`src/tsbr_pkg.sv`:
```
package tsbr_pkg;

  localparam int RING_DEPTH_DEF  = 32;
  localparam int MESSAGE_MAX_DEF = 16;

  localparam int REC_W    = 16;
  localparam int COOKIE_W = 8;
  localparam int QUEUE_W  = 2;
  localparam int RATE_W   = 2;
  localparam int TRIES_W  = 3;
  localparam int COUNT_W  = 5;
  localparam int BYTES_W  = 6;

  localparam logic FUNC_STORE = 1'b0;
  localparam logic FUNC_FLUSH = 1'b1;

  typedef logic [REC_W-1:0] rec_t;

  typedef enum logic [1:0] {
    ST_IDLE,
    ST_PLAN,
    ST_SEND
  } state_t;

  // controller -> datapath
  typedef struct packed {
    logic write_in;    // store incoming record at tail
    logic latch_in;    // hold incoming record until ring is drained
    logic write_held;  // store held record at tail
    logic plan;        // size next message, read its first record
    logic advance;     // output transaction taken
  } ctl_cmd_t;

  // datapath -> controller
  typedef struct packed {
    logic full;
    logic empty;
    logic last_msg;
    logic last_drain;
  } dp_sts_t;

  function automatic rec_t pack_rec(
    input logic [COOKIE_W-1:0] cookie,
    input logic [QUEUE_W-1:0]  queue,
    input logic [RATE_W-1:0]   rate_index,
    input logic [TRIES_W-1:0]  tries,
    input logic                success
  );
    return {success, tries, rate_index, queue, cookie};
  endfunction

endpackage

```
`src/tsbr_datapath.sv`:
```
module tsbr_datapath #(
  parameter int RING_DEPTH  = tsbr_pkg::RING_DEPTH_DEF,
  parameter int MESSAGE_MAX = tsbr_pkg::MESSAGE_MAX_DEF
) (
  input  logic                               clk,
  input  logic                               rst_n,
  input  tsbr_pkg::ctl_cmd_t                 cmd,
  output tsbr_pkg::dp_sts_t                  sts,
  input  logic [tsbr_pkg::COOKIE_W-1:0]      in_cookie,
  input  logic [tsbr_pkg::QUEUE_W-1:0]       in_queue,
  input  logic [tsbr_pkg::RATE_W-1:0]        in_rate_index,
  input  logic [tsbr_pkg::TRIES_W-1:0]       in_tries,
  input  logic                               in_success,
  output logic [tsbr_pkg::COOKIE_W-1:0]      out_cookie,
  output logic [tsbr_pkg::QUEUE_W-1:0]       out_queue,
  output logic [tsbr_pkg::RATE_W-1:0]        out_rate_index,
  output logic [tsbr_pkg::TRIES_W-1:0]       out_tries,
  output logic                               out_success,
  output logic [tsbr_pkg::COUNT_W-1:0]       out_message_count,
  output logic [tsbr_pkg::BYTES_W-1:0]       out_message_bytes,
  output logic                               out_last_in_message,
  output logic                               out_last_in_drain
);

  localparam int IDX_W   = (RING_DEPTH > 1) ? $clog2(RING_DEPTH) : 1;
  localparam int CNT_W   = $clog2(RING_DEPTH + 1);
  localparam int MSG_LIM = (MESSAGE_MAX < RING_DEPTH) ? MESSAGE_MAX : RING_DEPTH;

  tsbr_pkg::rec_t mem [RING_DEPTH];
  tsbr_pkg::rec_t rd_data_r;
  tsbr_pkg::rec_t held_r;

  logic [IDX_W-1:0] head_r, head_nxt, head_inc;
  logic [IDX_W-1:0] tail_r, tail_nxt, tail_inc;
  logic [CNT_W-1:0] pend_r, pend_nxt;
  logic [CNT_W-1:0] msg_left_r, msg_left_nxt;
  logic [CNT_W-1:0] msg_len_r;
  logic [CNT_W-1:0] room, lim, len;
  logic             wr_en, rd_en;
  logic [IDX_W-1:0] rd_addr;
  tsbr_pkg::rec_t   wr_data;
  logic [7:0]       len8, bytes8;

  assign head_inc = (head_r == IDX_W'(RING_DEPTH - 1)) ? '0 : head_r + 1'b1;
  assign tail_inc = (tail_r == IDX_W'(RING_DEPTH - 1)) ? '0 : tail_r + 1'b1;

  // message never runs past the ring wrap
  assign room = CNT_W'(RING_DEPTH) - CNT_W'(head_r);
  assign lim  = (pend_r > CNT_W'(MSG_LIM)) ? CNT_W'(MSG_LIM) : pend_r;
  assign len  = (lim > room) ? room : lim;

  assign sts.full       = (pend_r == CNT_W'(RING_DEPTH));
  assign sts.empty      = (pend_r == '0);
  assign sts.last_msg   = (msg_left_r == CNT_W'(1));
  assign sts.last_drain = (pend_r == CNT_W'(1));

  always_comb begin
    head_nxt     = head_r;
    tail_nxt     = tail_r;
    pend_nxt     = pend_r;
    msg_left_nxt = msg_left_r;
    if (cmd.plan) begin
      msg_left_nxt = len;
    end
    if (cmd.advance) begin
      head_nxt     = head_inc;
      pend_nxt     = pend_r - 1'b1;
      msg_left_nxt = msg_left_r - 1'b1;
    end
    if (cmd.write_in) begin
      tail_nxt = tail_inc;
      pend_nxt = pend_r + 1'b1;
    end
    if (cmd.write_held) begin
      tail_nxt = tail_inc;
      pend_nxt = CNT_W'(1);
    end
  end

  always_ff @(posedge clk) begin
    if (!rst_n) begin
      head_r     <= '0;
      tail_r     <= '0;
      pend_r     <= '0;
      msg_left_r <= '0;
    end else begin
      head_r     <= head_nxt;
      tail_r     <= tail_nxt;
      pend_r     <= pend_nxt;
      msg_left_r <= msg_left_nxt;
    end
  end

  assign wr_en   = cmd.write_in | cmd.write_held;
  assign wr_data = cmd.write_held ? held_r
                 : tsbr_pkg::pack_rec(in_cookie, in_queue, in_rate_index, in_tries, in_success);
  // prefetch next record as the current one leaves
  assign rd_en   = cmd.plan | (cmd.advance & ~sts.last_msg);
  assign rd_addr = cmd.plan ? head_r : head_inc;

  always_ff @(posedge clk) begin
    if (wr_en) begin
      mem[tail_r] <= wr_data;
    end
    if (rd_en) begin
      rd_data_r <= mem[rd_addr];
    end
  end

  always_ff @(posedge clk) begin
    if (cmd.latch_in) begin
      held_r <= tsbr_pkg::pack_rec(in_cookie, in_queue, in_rate_index, in_tries, in_success);
    end
    if (cmd.plan) begin
      msg_len_r <= len;
    end
  end

  assign len8   = 8'(msg_len_r);
  assign bytes8 = ((len8 << 1) + 8'd3) & 8'hFC;

  assign out_cookie          = rd_data_r[7:0];
  assign out_queue           = rd_data_r[9:8];
  assign out_rate_index      = rd_data_r[11:10];
  assign out_tries           = rd_data_r[14:12];
  assign out_success         = rd_data_r[15];
  assign out_message_count   = len8[tsbr_pkg::COUNT_W-1:0];
  assign out_message_bytes   = bytes8[tsbr_pkg::BYTES_W-1:0];
  assign out_last_in_message = sts.last_msg;
  assign out_last_in_drain   = sts.last_drain;

endmodule

```
`src/tsbr_ctrl.sv`:
```
module tsbr_ctrl (
  input  logic                clk,
  input  logic                rst_n,
  input  logic                in_valid,
  input  logic                in_func,
  output logic                in_stall,
  output logic                out_valid,
  input  logic                out_stall,
  input  tsbr_pkg::dp_sts_t   sts,
  output tsbr_pkg::ctl_cmd_t  cmd
);

  tsbr_pkg::state_t state_r, state_nxt;
  logic             store_pend_r, store_pend_nxt;
  logic             in_take, out_take;

  assign in_take  = in_valid & (state_r == tsbr_pkg::ST_IDLE);
  assign out_take = (state_r == tsbr_pkg::ST_SEND) & ~out_stall;

  always_comb begin
    state_nxt      = state_r;
    store_pend_nxt = store_pend_r;
    unique case (state_r)
      tsbr_pkg::ST_IDLE: begin
        if (in_take) begin
          if (in_func == tsbr_pkg::FUNC_FLUSH) begin
            if (!sts.empty) state_nxt = tsbr_pkg::ST_PLAN;
          end else if (sts.full) begin
            state_nxt      = tsbr_pkg::ST_PLAN;
            store_pend_nxt = 1'b1;
          end
        end
      end
      tsbr_pkg::ST_PLAN: begin
        state_nxt = tsbr_pkg::ST_SEND;
      end
      tsbr_pkg::ST_SEND: begin
        if (out_take) begin
          if (sts.last_drain) begin
            state_nxt      = tsbr_pkg::ST_IDLE;
            store_pend_nxt = 1'b0;
          end else if (sts.last_msg) begin
            state_nxt = tsbr_pkg::ST_PLAN;
          end
        end
      end
      default: state_nxt = tsbr_pkg::ST_IDLE;
    endcase
  end

  always_comb begin
    in_stall = 1'b1;
    out_valid = 1'b0;
    cmd       = '0;
    unique case (state_r)
      tsbr_pkg::ST_IDLE: begin
        in_stall = 1'b0;
        if (in_take && in_func == tsbr_pkg::FUNC_STORE) begin
          cmd.write_in = ~sts.full;
          cmd.latch_in = sts.full;
        end
      end
      tsbr_pkg::ST_PLAN: begin
        cmd.plan = 1'b1;
      end
      tsbr_pkg::ST_SEND: begin
        out_valid      = 1'b1;
        cmd.advance    = out_take;
        cmd.write_held = out_take & sts.last_drain & store_pend_r;
      end
      default: ;
    endcase
  end

  always_ff @(posedge clk) begin
    if (!rst_n) begin
      state_r      <= tsbr_pkg::ST_IDLE;
      store_pend_r <= 1'b0;
    end else begin
      state_r      <= state_nxt;
      store_pend_r <= store_pend_nxt;
    end
  end

endmodule

```
`src/tx_status_batch_ring_top.sv`:
```
// Store transaction into a non-full ring: taken when idle without stalling, no results.
// Flush of a non-empty ring, or store into a full ring: input stalls; each
// message starts with a planning state, then sends one record per cycle, held
// while out_stall is high, from the registered ring read.
// Reset (rst_n low, synchronous) empties the ring; record storage is not cleared.
module tx_status_batch_ring_top #(
  parameter int RING_DEPTH  = tsbr_pkg::RING_DEPTH_DEF,
  parameter int MESSAGE_MAX = tsbr_pkg::MESSAGE_MAX_DEF
) (
  input  logic                           clk,
  input  logic                           rst_n,
  input  logic                           in_valid,
  output logic                           in_stall,
  input  logic                           in_func,
  input  logic [tsbr_pkg::COOKIE_W-1:0]  in_cookie,
  input  logic [tsbr_pkg::QUEUE_W-1:0]   in_queue,
  input  logic [tsbr_pkg::RATE_W-1:0]    in_rate_index,
  input  logic [tsbr_pkg::TRIES_W-1:0]   in_tries,
  input  logic                           in_success,
  output logic                           out_valid,
  input  logic                           out_stall,
  output logic [tsbr_pkg::COOKIE_W-1:0]  out_cookie,
  output logic [tsbr_pkg::QUEUE_W-1:0]   out_queue,
  output logic [tsbr_pkg::RATE_W-1:0]    out_rate_index,
  output logic [tsbr_pkg::TRIES_W-1:0]   out_tries,
  output logic                           out_success,
  output logic [tsbr_pkg::COUNT_W-1:0]   out_message_count,
  output logic [tsbr_pkg::BYTES_W-1:0]   out_message_bytes,
  output logic                           out_last_in_message,
  output logic                           out_last_in_drain
);

  tsbr_pkg::ctl_cmd_t cmd;
  tsbr_pkg::dp_sts_t  sts;

  tsbr_ctrl u_ctrl (
    .clk       (clk),
    .rst_n     (rst_n),
    .in_valid  (in_valid),
    .in_func   (in_func),
    .in_stall  (in_stall),
    .out_valid (out_valid),
    .out_stall (out_stall),
    .sts       (sts),
    .cmd       (cmd)
  );

  tsbr_datapath #(
    .RING_DEPTH  (RING_DEPTH),
    .MESSAGE_MAX (MESSAGE_MAX)
  ) u_dp (
    .clk                 (clk),
    .rst_n               (rst_n),
    .cmd                 (cmd),
    .sts                 (sts),
    .in_cookie           (in_cookie),
    .in_queue            (in_queue),
    .in_rate_index       (in_rate_index),
    .in_tries            (in_tries),
    .in_success          (in_success),
    .out_cookie          (out_cookie),
    .out_queue           (out_queue),
    .out_rate_index      (out_rate_index),
    .out_tries           (out_tries),
    .out_success         (out_success),
    .out_message_count   (out_message_count),
    .out_message_bytes   (out_message_bytes),
    .out_last_in_message (out_last_in_message),
    .out_last_in_drain   (out_last_in_drain)
  );

endmodule

```
`config.mk`:
```
export PLATFORM = sky130hd
export DESIGN_NAME = tx_status_batch_ring_top
export DESIGN_NICKNAME = d
export VERILOG_FILES = /design/src/tsbr_pkg.sv /design/src/tsbr_datapath.sv /design/src/tsbr_ctrl.sv /design/src/tx_status_batch_ring_top.sv
export SDC_FILE = /design/constraint.sdc
export NUM_CORES = 1
export LEC_CHECK = 0
export ABC_AREA = 0
export BUFFER_PORTS_ARGS = -buffer_cell sky130_fd_sc_hd__buf_2
export CAP_MARGIN = 25
export CORE_ASPECT_RATIO = 0.75
export CORE_MARGIN = 2
export CORE_UTILIZATION = 44
export DETAILED_ROUTE_END_ITERATION = 8
export PLACE_DENSITY = 0.71
export SYNTH_ARGS = -nofsm -noshare
export SYNTH_HDL_FRONTEND = slang
export SYNTH_SLANG_ARGS = --single-unit
```
`constraint.sdc`:
```
create_clock -name clk -period 3.3 [get_ports clk]
set_input_delay 0.165 -clock clk [delete_from_list [all_inputs] [get_ports clk]]
set_output_delay 0.165 -clock clk [all_outputs]
set_load 0.05 [all_outputs]
```
==> metrics.md, run 1 <==
| Metric | Value |
|---|---|
| Busiest layer in global routing | `met2` |
| WP buf/inv | `2` |
| Clk pwr share | `between 30% and 40%` |
| Ant diodes | `0` |
| Initial core utilization | `44.9%` |
| Hpwl dp | `33.6 mm` |
| HP Class | `in -> reg` |
| CP max stage delay | `0.47 ns` |
| Crit path capture type | `register` |
| H-tree levels | `2` |
| Critical path's slowest cell | `o22ai_1` |
| Worst setup path class | `reg -> reg` |
| Design Power | `14.4 mW` |
| Antenna Nets Post-Route | `0` |
| Synth cell types | `66` |
| Worst Setup Start Kind | `register` |
| Switching Share | `21.3%` |
| Cell Area, Synth | `23,300 um^2` |
| Final worst path period need | `3.11 ns` |
| Post-CTS setup buffers | `0` |
| Starting DRT DRC Count | `1,714` |
| Final hold violations | `0` |
| Die Height | `203 um` |
| Post-synthesis sequential area ratio | `72.9%` |
| Num ports | `52` |
| CTS tree | `yes` |
| Non-filler cells in the finished layout | `~2,400` |
| Clk_skew | `0.0210 ns` |
| Setup violations, final | `0` |
| Fmax achieved | `322 MHz` |
| Die Wd | `between 200 and 300 um` |
| Final WS setup | `around 0.19 ns` |
| Leakage power total | `9.41 nW` |
| Initial DRT Pass Iterations | `8` |
| Pwr Density | `537 nW/um^2` |
| Final slew viol count | `0` |
| Setup_tns | `0 ns` |
| Async set-reset flop share out of synthesis | `0%` |
| GR Overflow Total | `0` |
| Post-Route WL | `54.5 mm` |
| WL/cell | `23.1 um` |
| Post-synth EDFFs | `roughly 550` |
| Vias | `13,400` |
| Tightest hold margin | `0.0239 ns` |
| Clk root buf | `clkbuf_16` |
| CP top delay family | `simple AND/OR/NAND/NOR gates` |
| Die Footprint | `54,800 um^2` |
| Clock sinks | `574` |
| Placer Congestion | `0.861` |
| Initial antenna violation count | `0` |
| GR Layer Usage met3 | `5.60%` |
| Int Power | `11.3 mW` |
| Worst-path clk slew | `0.06 ns` |
| Vias per cell | `5.67` |
| CTS buffer count | `54` |
| Met1 Track Usage GR | `27.5%` |
| Post-Place Cells | `2,251` |
| Flops & latches, synth | `574` |
| Slew HR | `29.7%` |
| Post-Syn Instances | `between 1,000 and 1,500` |
| Worst path cell trace | `ha_1 > and3_1 > ha_2 > buf_4 > or3_1 > o32ai_2 > nand2_1 > buf_4 > o22ai_1 > nor4_2` |
| Fin crit share | `94.2%` |
| First-pass GRT wire length | `81.6 mm` |
| Standard-cell rows | `72` |
| Clk buf depth | `3` |
| Syn_area_per_cell | `15.7 um^2` |
| RSZ-0062 raised after global routing | `no` |
| Area delta synth->final | `14.9%` |
| Share of layout cells above drive strength 1 | `19.7%` |
| Max VDD drop | `0.000493 V` |
| Max_cap viols | `0` |
| Net Sw Power | `3.06 mW` |
| Top_reg_cell synth | `edfxtp_1` |
| CP max FO | `9` |
| Largest net degree at the start of global routing | `52` |
| Status | `finished clean` |
| Nets@finish | `between 1,500 and 2,000` |
| Vias in the first global route | `13,300` |
| WP data required | `3.62 ns` |
| Core area | `51,900 um^2` |
| Combinational Power Share | `4.7%` |
| Synthesis warning total | `0` |
| Detailed-route DRC error count | `0` |
| Clk_lat worst skew | `about 0.60 ns` |
| CP dominant cell by count | `buf_4` |
| Dpl ws | `roughly 0.11 ns` |
| Fill cell count | `4,204` |
| Data arrival time of the critical path | `around 3.4 ns` |
| M2 GR Usage | `30.7%` |
| Port Buffers | `49` |
| GRT Util Overall | `19.8%` |
| Worst-margin pin slew | `1.05 ns` |
| Sequential group share of total power | `between 50% and 60%` |
cells in the mapped netlist (all sizes together) (3+ instances only):
library cell | count | area, um^2
xnor2 | 9 | 86.3
edfxtp | 549 | 16500
a21oi | 11 | 55.1
and3 | 4 | 25.0
a22o | 4 | 35.0
nor2b | 6 | 37.5
ha | 21 | 263
and2 | 6 | 37.5
a32oi | 32 | 280
nor4 | 17 | 206
nand4 | 3 | 18.8
a31oi | 35 | 225
nor2 | 51 | 194
inv | 19 | 71.3
xor2 | 3 | 26.3
mux2i | 132 | 1320
clkbuf | 32 | 120
nand2 | 236 | 891
nor3b | 5 | 42.5
mux4 | 32 | 721
or3b | 4 | 35.0
nor3 | 9 | 45.0
mux2 | 20 | 229
dfxtp | 25 | 500
o22ai | 33 | 219
buf | 49 | 310
o21ai | 17 | 104
or3 | 4 | 25.0
a21boi | 9 | 67.6
nand3 | 76 | 380
o31ai | 6 | 45.0
state kept, by name, indices dropped and copies added, names as in the netlist, 5 cells and up:
| signal | count |
|---|---|
| u_dp.msg_len_r | 5 |
| u_dp.pend_r | 6 |
| u_dp.msg_left_r | 6 |
| u_dp.mem | 512 |
| u_dp.head_r | 5 |
| u_dp.tail_r | 5 |
| u_dp.rd_data_r | 16 |
| u_dp.held_r | 16 |
through the flow:
| step | util, % | area, um^2 |
|---|---|---|
| after global placement | 48.1 | 24900 |
| after global routing | 51.6 | 26800 |
| after CTS | 51.5 | 26700 |
| after detailed placement | 48.2 | 25000 |
| after floorplan | - | 23300 |
| final | 51.6 | 26800 |
power groups by stage:
| stage | Clock (mW) | Combinational (mW) | Sequential, mW |
|---|---|---|---|
| floorplan | 0 | 0.400 | 8.22 |
| global placement | 0 | 0.628 | 8.20 |
| detailed placement | 0 | 0.645 | 8.20 |
| CTS | 5.71 | 0.664 | 8.04 |
| global route | 6.02 | 0.723 | 8.04 |
| finish | 5.65 | 0.672 | 8.04 |
final timing paths:
check / from / end / slack [ns] / cells after the start
setup / recovery: u_dp.head_r[0]$_SDFFE_PN0P_ / u_dp.rd_data_r[14]$_DFFE_PP_ / 0.19 / 10
hold / removal: rst_n / u_dp.head_r[0]$_SDFFE_PN0P_ / 0.02 / 2
setup reg to reg: u_dp.head_r[0]$_SDFFE_PN0P_ / u_dp.rd_data_r[14]$_DFFE_PP_ / 0.19 / 10
hold reg to reg: u_ctrl.store_pend_r$_SDFFE_PN0P_ / u_ctrl.store_pend_r$_SDFFE_PN0P_ / 0.54 / 1
what timing repair did:
item | CTS | global route
endpoints found under the hold margin | 18 | 0
hold buffers | 17 | 0
gates resized for setup | 0 | 4
setup endpoints to repair | 0 | 9
logic make-up after synthesis:
family | synth area share, %
AO/OA/AOI/OAI | 4.91
adder cells (fa/ha/maj) | 1.13
multiplexers | 9.75
flip-flops | 72.9
other | 0.0161
AND/OR/NAND/NOR | 8.63
XOR/XNOR | 0.483
buffers and inverters | 2.15
layout make-up:
cell class                 instances  area [um^2]  share of cell area [%]
sequential                       574        17000                    63.5
clock buffer                      67         1400                    5.23
multi-input combinational        807         5920                    22.1
clock inverter                    23          158                   0.589
timing repair buffer             167         1350                    5.04
tap                              703          880                    3.29
inverter                          19         71.3                   0.266
per-layer routing:
layer	wire length [um]	vias to the layer above
li1	-	5979
met3	5570	99
met1	22900	6719
met4	1420	0
met2	24600	589
met5	0	-
placed cells by master, fill, tap and decap left out, types with 6 or more instances in the layout:
| master | count |
|---|---|
| dfxtp_1 | 25 |
| nor2_1 | 44 |
| clkbuf_16 | 54 |
| a32oi_1 | 32 |
| a31oi_1 | 34 |
| ha_1 | 20 |
| xnor2_1 | 8 |
| mux2_2 | 17 |
| inv_1 | 17 |
| nor2_2 | 7 |
| nand2_1 | 234 |
| edfxtp_1 | 549 |
| dlygate4sd3_1 | 17 |
| mux4_2 | 32 |
| o21ai_0 | 11 |
| o22ai_1 | 27 |
| buf_12 | 11 |
| nand3_1 | 76 |
| a21boi_0 | 7 |
| mux2i_1 | 131 |
| buf_4 | 85 |
| nor4_2 | 16 |
| nor2b_1 | 6 |
| clkinv_1 | 10 |
| a21oi_1 | 11 |
| o22ai_2 | 6 |
| buf_2 | 49 |
| and2_1 | 6 |
| clkbuf_1 | 13 |
No activity file was read; power rests on OpenSTA's default activity.
==> run 2, diff against run 1 <==
==> constraint.sdc (replaced) <==
create_clock -name clk -period 3.3 [get_ports clk]
set_input_delay 0.66 -clock clk [delete_from_list [all_inputs] [get_ports clk]]
set_output_delay 0.66 -clock clk [all_outputs]
set_load 0.05 [all_outputs]
==> run 2 against run 1 <==
Against the previous run: maximum frequency down 1.0%; critical path type unchanged; flip-flop and latch count unchanged; largest power group unchanged; final area down 0.69%; cell count down 0.76%; setup slack worse by 0.032 ns.
==> metrics.md, run 2 (synthesis results as in run 1) <==
| Metric | Value |
|---|---|
| GR Overflow Total | `0` |
| CTS buffer count | `53` |
| M2 GR Usage | `31.2%` |
| Largest net degree at the start of global routing | `71` |
| Final worst path period need | `3.14 ns` |
| GRT Util Overall | `about a fifth` |
| Leakage power total | `9.36 nW` |
| Clock sinks | `~570` |
| Tightest hold margin | `0.262 ns` |
| Post-Place Cells | `2,247` |
| Detailed-route DRC error count | `0` |
| Standard-cell rows | `72` |
| Antenna Nets Post-Route | `0` |
| Data arrival time of the critical path | `3.44 ns` |
| Hpwl dp | `33.9 mm` |
| Worst setup path class | `reg -> reg` |
| Met1 Track Usage GR | `about 28%` |
| Placer Congestion | `0.902` |
| Most flops, register | `u_dp.mem` |
| Worst-margin pin slew | `0.848 ns` |
| Die Wd | `roughly 270 um` |
| Register-to-Register Setup Slack | `around 0.16 ns` |
| Initial antenna violation count | `2` |
| Initial core utilization | `44.9%` |
| Ant diodes | `0` |
| Die Footprint | `54,800 um^2` |
| WP data required | `roughly 3.6 ns` |
| Num ports | `52` |
| Fmax achieved | `319 MHz` |
| GR Layer Usage met3 | `5.35%` |
| Final slew viol count | `0` |
| Util after Layout | `51.2%` |
| Clk_lat worst skew | `0.59 ns` |
| Final WS setup | `~0.16 ns` |
| Initial DRT Pass Iterations | `5` |
| HP Class | `in -> reg` |
| Slew HR | `43.5%` |
| Busiest layer in global routing | `met2` |
| Fin crit share | `95.1%` |
| Crit path capture type | `register` |
| Worst-path clk slew | `0.06 ns` |
| Vias per cell | `5.70` |
| Largest regs | `u_dp.mem (512), u_dp.held_r (16), u_dp.rd_data_r (16)` |
| Max FFs per register | `512` |
| WL/cell | `23.6 um` |
| Max_cap viols | `0` |
| Port Buffers | `49` |
| Nets@finish | `1,641` |
| Clk root buf | `clkbuf_16` |
| Design Power | `14.5 mW` |
| Most frequent cells in the layout | `edfxtp_1, nand2_1, mux2i_1` |
| Final hold violations | `0` |
| Setup violations, final | `0` |
| CP max FO | `34` |
| Share of layout cells above drive strength 1 | `19.5%` |
| Post-Route WL | `55.4 mm` |
| Vias in the first global route | `13,100` |
| Fill cell count | `4,177` |
| First-pass GRT wire length | `about 80 mm` |
| Starting DRT DRC Count | `1,371` |
| Clk buf depth | `3` |
| Area delta synth->final | `14.1%` |
| Dpl ws | `-0.0172 ns` |
| RSZ-0062 raised after global routing | `no` |
| Die Height | `203 um` |
| Commonest non-fill, non-tap cell in the layout | `edfxtp_1` |
| Vias | `13,300` |
| Max VDD drop | `0.000416 V` |
| H-tree levels | `2` |
| Core area | `51,900 um^2` |
| Pwr Density | `547 nW/um^2` |
| Non-filler cells in the finished layout | `2,342` |
| Clk_skew | `0.0229 ns` |
| Post-CTS setup buffers | `0` |
| Worst Setup Start Kind | `register` |
| CTS tree | `yes` |
| Register area | `about 17,000 um^2` |
| Status | `finished clean` |
| Area of the multi-input gates | `5910 um^2` |
==> run 2: cell count changes in the layout (fill, tap and decap cells not counted), moves of 2 or more <==
cell	change
buf_8	-5
bufinv_16	+2
clkbuf_1	-5
clkinv_1	+5
clkinv_2	+4
clkinv_4	+2
dlygate4sd3_1	-17
inv_6	-2
nor2_1	+6
nor2_2	-6
o22ai_1	+2
o22ai_2	-2
==> run 2: area by class of cell <==
class	count	area share [%]
multi-input combinational	807	22.2
tap	703	3.31
clock inverter	32	0.876
inverter	19	0.268
clock buffer	63	5.29
sequential	574	63.9
timing repair buffer	144	4.12
==> run 2: timing repair <==
item                                    4_1_cts  5_1_grt
endpoints found under the setup margin        3        9
pin swaps                                     0        0
gates cloned                                  0        0
hold buffers                                  0        0
resized for setup                             1        3
==> run 2: worst max-delay path, cell delays in order, from the launching register on <==
cell      delay, ns
dfxtp_1        0.46
nand2b_1       0.40
buf_4          0.31
nand2_2        0.09
o21ai_4        0.15
buf_12         0.27
mux4_2         0.56
o22ai_1        0.46
nor4_2         0.11
==> run 2: metrics by stage <==
step / setup TNS, ns / cell area [um^2]
3_5_place_dp: -0.0277 / 24900
6_report: 0 / 26600
5_1_grt: 0 / 26600
3_3_place_gp: 0 / 24900
4_1_cts: 0 / 26600
2_1_floorplan: -4.13 / 23300
==> run 2: power breakdown <==
| part | internal (mW) | switching (mW) | total (mW) |
|---|---|---|---|
| logic | 0.208 | 0.448 | 0.655 |
| registers | 8.02 | 0.0292 | 8.05 |
| clock network | 3.26 | 2.58 | 5.84 |
| total | 11.5 | 3.06 | 14.5 |
==> run 2: final timing paths <==
check                                         from  cells past startpoint                                to
setup / recovery    u_ctrl.state_r[1]$_SDFFE_PN0P_                      8       u_dp.rd_data_r[0]$_DFFE_PP_
hold / removal                         in_queue[1]                      1          u_dp.held_r[9]$_DFFE_PP_
setup reg to reg    u_ctrl.state_r[1]$_SDFFE_PN0P_                      8       u_dp.rd_data_r[0]$_DFFE_PP_
hold reg to reg   u_ctrl.store_pend_r$_SDFFE_PN0P_                      1  u_ctrl.store_pend_r$_SDFFE_PN0P_
==> run 2: per-layer routing <==
| layer | part of all wire [%] | up-vias |
|---|---|---|
| met5 | 0 | - |
| met4 | 2.2 | 0 |
| met3 | 10 | 81 |
| met2 | 46 | 578 |
| met1 | 42 | 6754 |
| li1 | - | 5927 |
==> run 3, diff against run 2 <==
--- a/config.mk
+++ b/config.mk
@@ -10,9 +10,9 @@
 export CAP_MARGIN = 25
 export CORE_ASPECT_RATIO = 0.75
 export CORE_MARGIN = 2
-export CORE_UTILIZATION = 44
+export CORE_UTILIZATION = 30
 export DETAILED_ROUTE_END_ITERATION = 8
-export PLACE_DENSITY = 0.71
+export PLACE_DENSITY = 0.55
 export SYNTH_ARGS = -nofsm -noshare
 export SYNTH_HDL_FRONTEND = slang
 export SYNTH_SLANG_ARGS = --single-unit
==> run 3 against run 2 <==
Against the previous run: global-route usage down 5.2 points; sequential share of layout area down 1.2 points; final area up 2.0%; critical path depth up 2; critical path type unchanged; critical endpoint is now u_dp.rd_data_r[14]$_DFFE_PP_; largest cell class unchanged; largest power group unchanged.
==> metrics.md, run 3 (synthesis results as in run 1) <==
| Metric | Value |
|---|---|
| Max FFs per register | `512` |
| Final hold violations | `0` |
| Antenna Nets Post-Route | `0` |
| WP data required | `3.64 ns` |
| Post-Place Cells | `2,588` |
| CTS tree | `yes` |
| Most frequent cells in the layout | `edfxtp_1, nand2_1, mux2i_1` |
| Leakage power total | `9.45 nW` |
| Core area | `76,900 um^2` |
| H-tree levels | `2` |
| Crit path capture type | `register` |
| Largest net degree at the start of global routing | `44` |
| Clk_lat worst skew | `0.62 ns` |
| R2r startpoint | `u_dp.head_r[0]$_SDFFE_PN0P_` |
| Largest regs | `u_dp.mem (512), u_dp.held_r (16), u_dp.rd_data_r (16)` |
| Initial antenna violation count | `5` |
| Clk root buf | `clkbuf_16` |
| Setup violations, final | `0` |
| Die Footprint | `79,900 um^2` |
| Fill cell count | `7,415` |
| Slew HR | `40.4%` |
| Pwr Density | `537 nW/um^2` |
| Clk buf depth | `3` |
| Area delta synth->final | `16.4%` |
| CP max FO | `28` |
| Clk_skew | `0.0263 ns` |
| Final worst path period need | `3.13 ns` |
| Standard-cell rows | `88` |
| Non-filler cells in the finished layout | `2,691` |
| Design Power | `14.6 mW` |
| Starting DRT DRC Count | `1,335` |
| Hold Path Origin | `in_cookie[7]` |
| Clock sinks | `574` |
| Nets@finish | `1,656` |
| GR Overflow Total | `0` |
| Data arrival time of the critical path | `roughly 3.5 ns` |
| Placer Congestion | `0.785` |
| Worst-path clk slew | `0.06 ns` |
| CP startpoint | `u_dp.head_r[0]$_SDFFE_PN0P_` |
| Commonest non-fill, non-tap cell in the layout | `edfxtp_1` |
| Most flops, register | `u_dp.mem` |
| GRT Util Overall | `14.8%` |
| Port Buffers | `49` |
| Status | `finished clean` |
| Ant diodes | `0` |
| CTS Hold Bufs | `0` |
| Vias | `13,300` |
| Die Height | `245 um` |
| Post-Layout Inst Area | `27,100 um^2` |
| Placed instance area | `25,400 um^2` |
| WL/cell | `22.3 um` |
| Post-CTS setup buffers | `0` |
| Vias in the first global route | `13,300` |
| Vias per cell | `4.93` |
| Max VDD drop | `0.000383 V` |
| Hpwl dp | `37.0 mm` |
| Initial core utilization | `30.3%` |
| Worst setup path class | `reg -> reg` |
| Detailed-route DRC error count | `0` |
| HP Class | `in -> reg` |
| Fmax achieved | `319 MHz` |
| CTS buffer count | `53` |
| Final slew viol count | `0` |
| Num ports | `52` |
| Post-Route WL | `60.1 mm` |
| Die Wd | `326 um` |
| RSZ-0062 raised after global routing | `no` |
| Util after Layout | `roughly a third` |
| Post-CTS sizing | `0` |
| Initial DRT Pass Iterations | `5` |
| Fin crit share | `around 95%` |
| Worst-margin pin slew | `0.893 ns` |
| Share of layout cells above drive strength 1 | `19.7%` |
| Worst Setup Start Kind | `register` |
| First-pass GRT wire length | `87.7 mm` |
| Max_cap viols | `0` |
-- run 3: power breakdown --
| group | total [mW] | internal, mW | switching, mW |
|---|---|---|---|
| Sequential | 8.04 | 8.02 | 0.0278 |
| Combinational | 0.661 | 0.203 | 0.459 |
| Clock | 5.85 | 3.20 | 2.65 |
| Total | 14.6 | 11.4 | 3.14 |
-- run 3: worst max-delay path, stage by stage, from the launching register on --
cell and delay [ns]:
dfxtp_1 0.31, ha_1 0.25, and3_1 0.20, ha_1 0.29
nor2_1 0.22, mux2_4 0.37, buf_12 0.24, mux4_2 0.34
o22ai_1 0.30, buf_4 0.23, nor4_2 0.06
-- run 3: layer usage --
layer,GRT usage (%),up-vias,share of wire (%)
li1,-,5975,-
met1,21.9,6802,48
met2,22.0,413,43
met3,3.69,68,8.2
met4,3.01,0,1.6
met5,0,-,0
-- run 3: final cells by class --
class / instances / area, um^2 / area share, %
clock buffers: 70 / 1390 / 5.13
clock inverters: 27 / 228 / 0.840
inverters: 19 / 71.3 / 0.263
multi-input cells: 807 / 5890 / 21.7
flip-flops and latches: 574 / 17000 / 62.7
well taps: 1035 / 1290 / 4.78
repair buffers: 159 / 1250 / 4.62
-- run 3: final timing paths --
path	end	slack, ns	depth (start not counted)
worst min register to register	u_ctrl.store_pend_r$_SDFFE_PN0P_	0.53	1
worst max-delay path	u_dp.rd_data_r[14]$_DFFE_PP_	0.17	10
worst max register to register	u_dp.rd_data_r[14]$_DFFE_PP_	0.17	10
worst min-delay path	u_dp.held_r[7]$_DFFE_PP_	0.25	1
-- run 3: metrics by stage --
stage	worst slack [ns]	TNS [ns]	hold WS, ns
after detailed placement	0.126	0	0.513
after CTS	0.101	0	0.213
after floorplan	-0.137	-4.13	0.497
final	0.168	0	0.248
after global placement	0.189	0	0.510
after global routing	0.00361	0	0.224
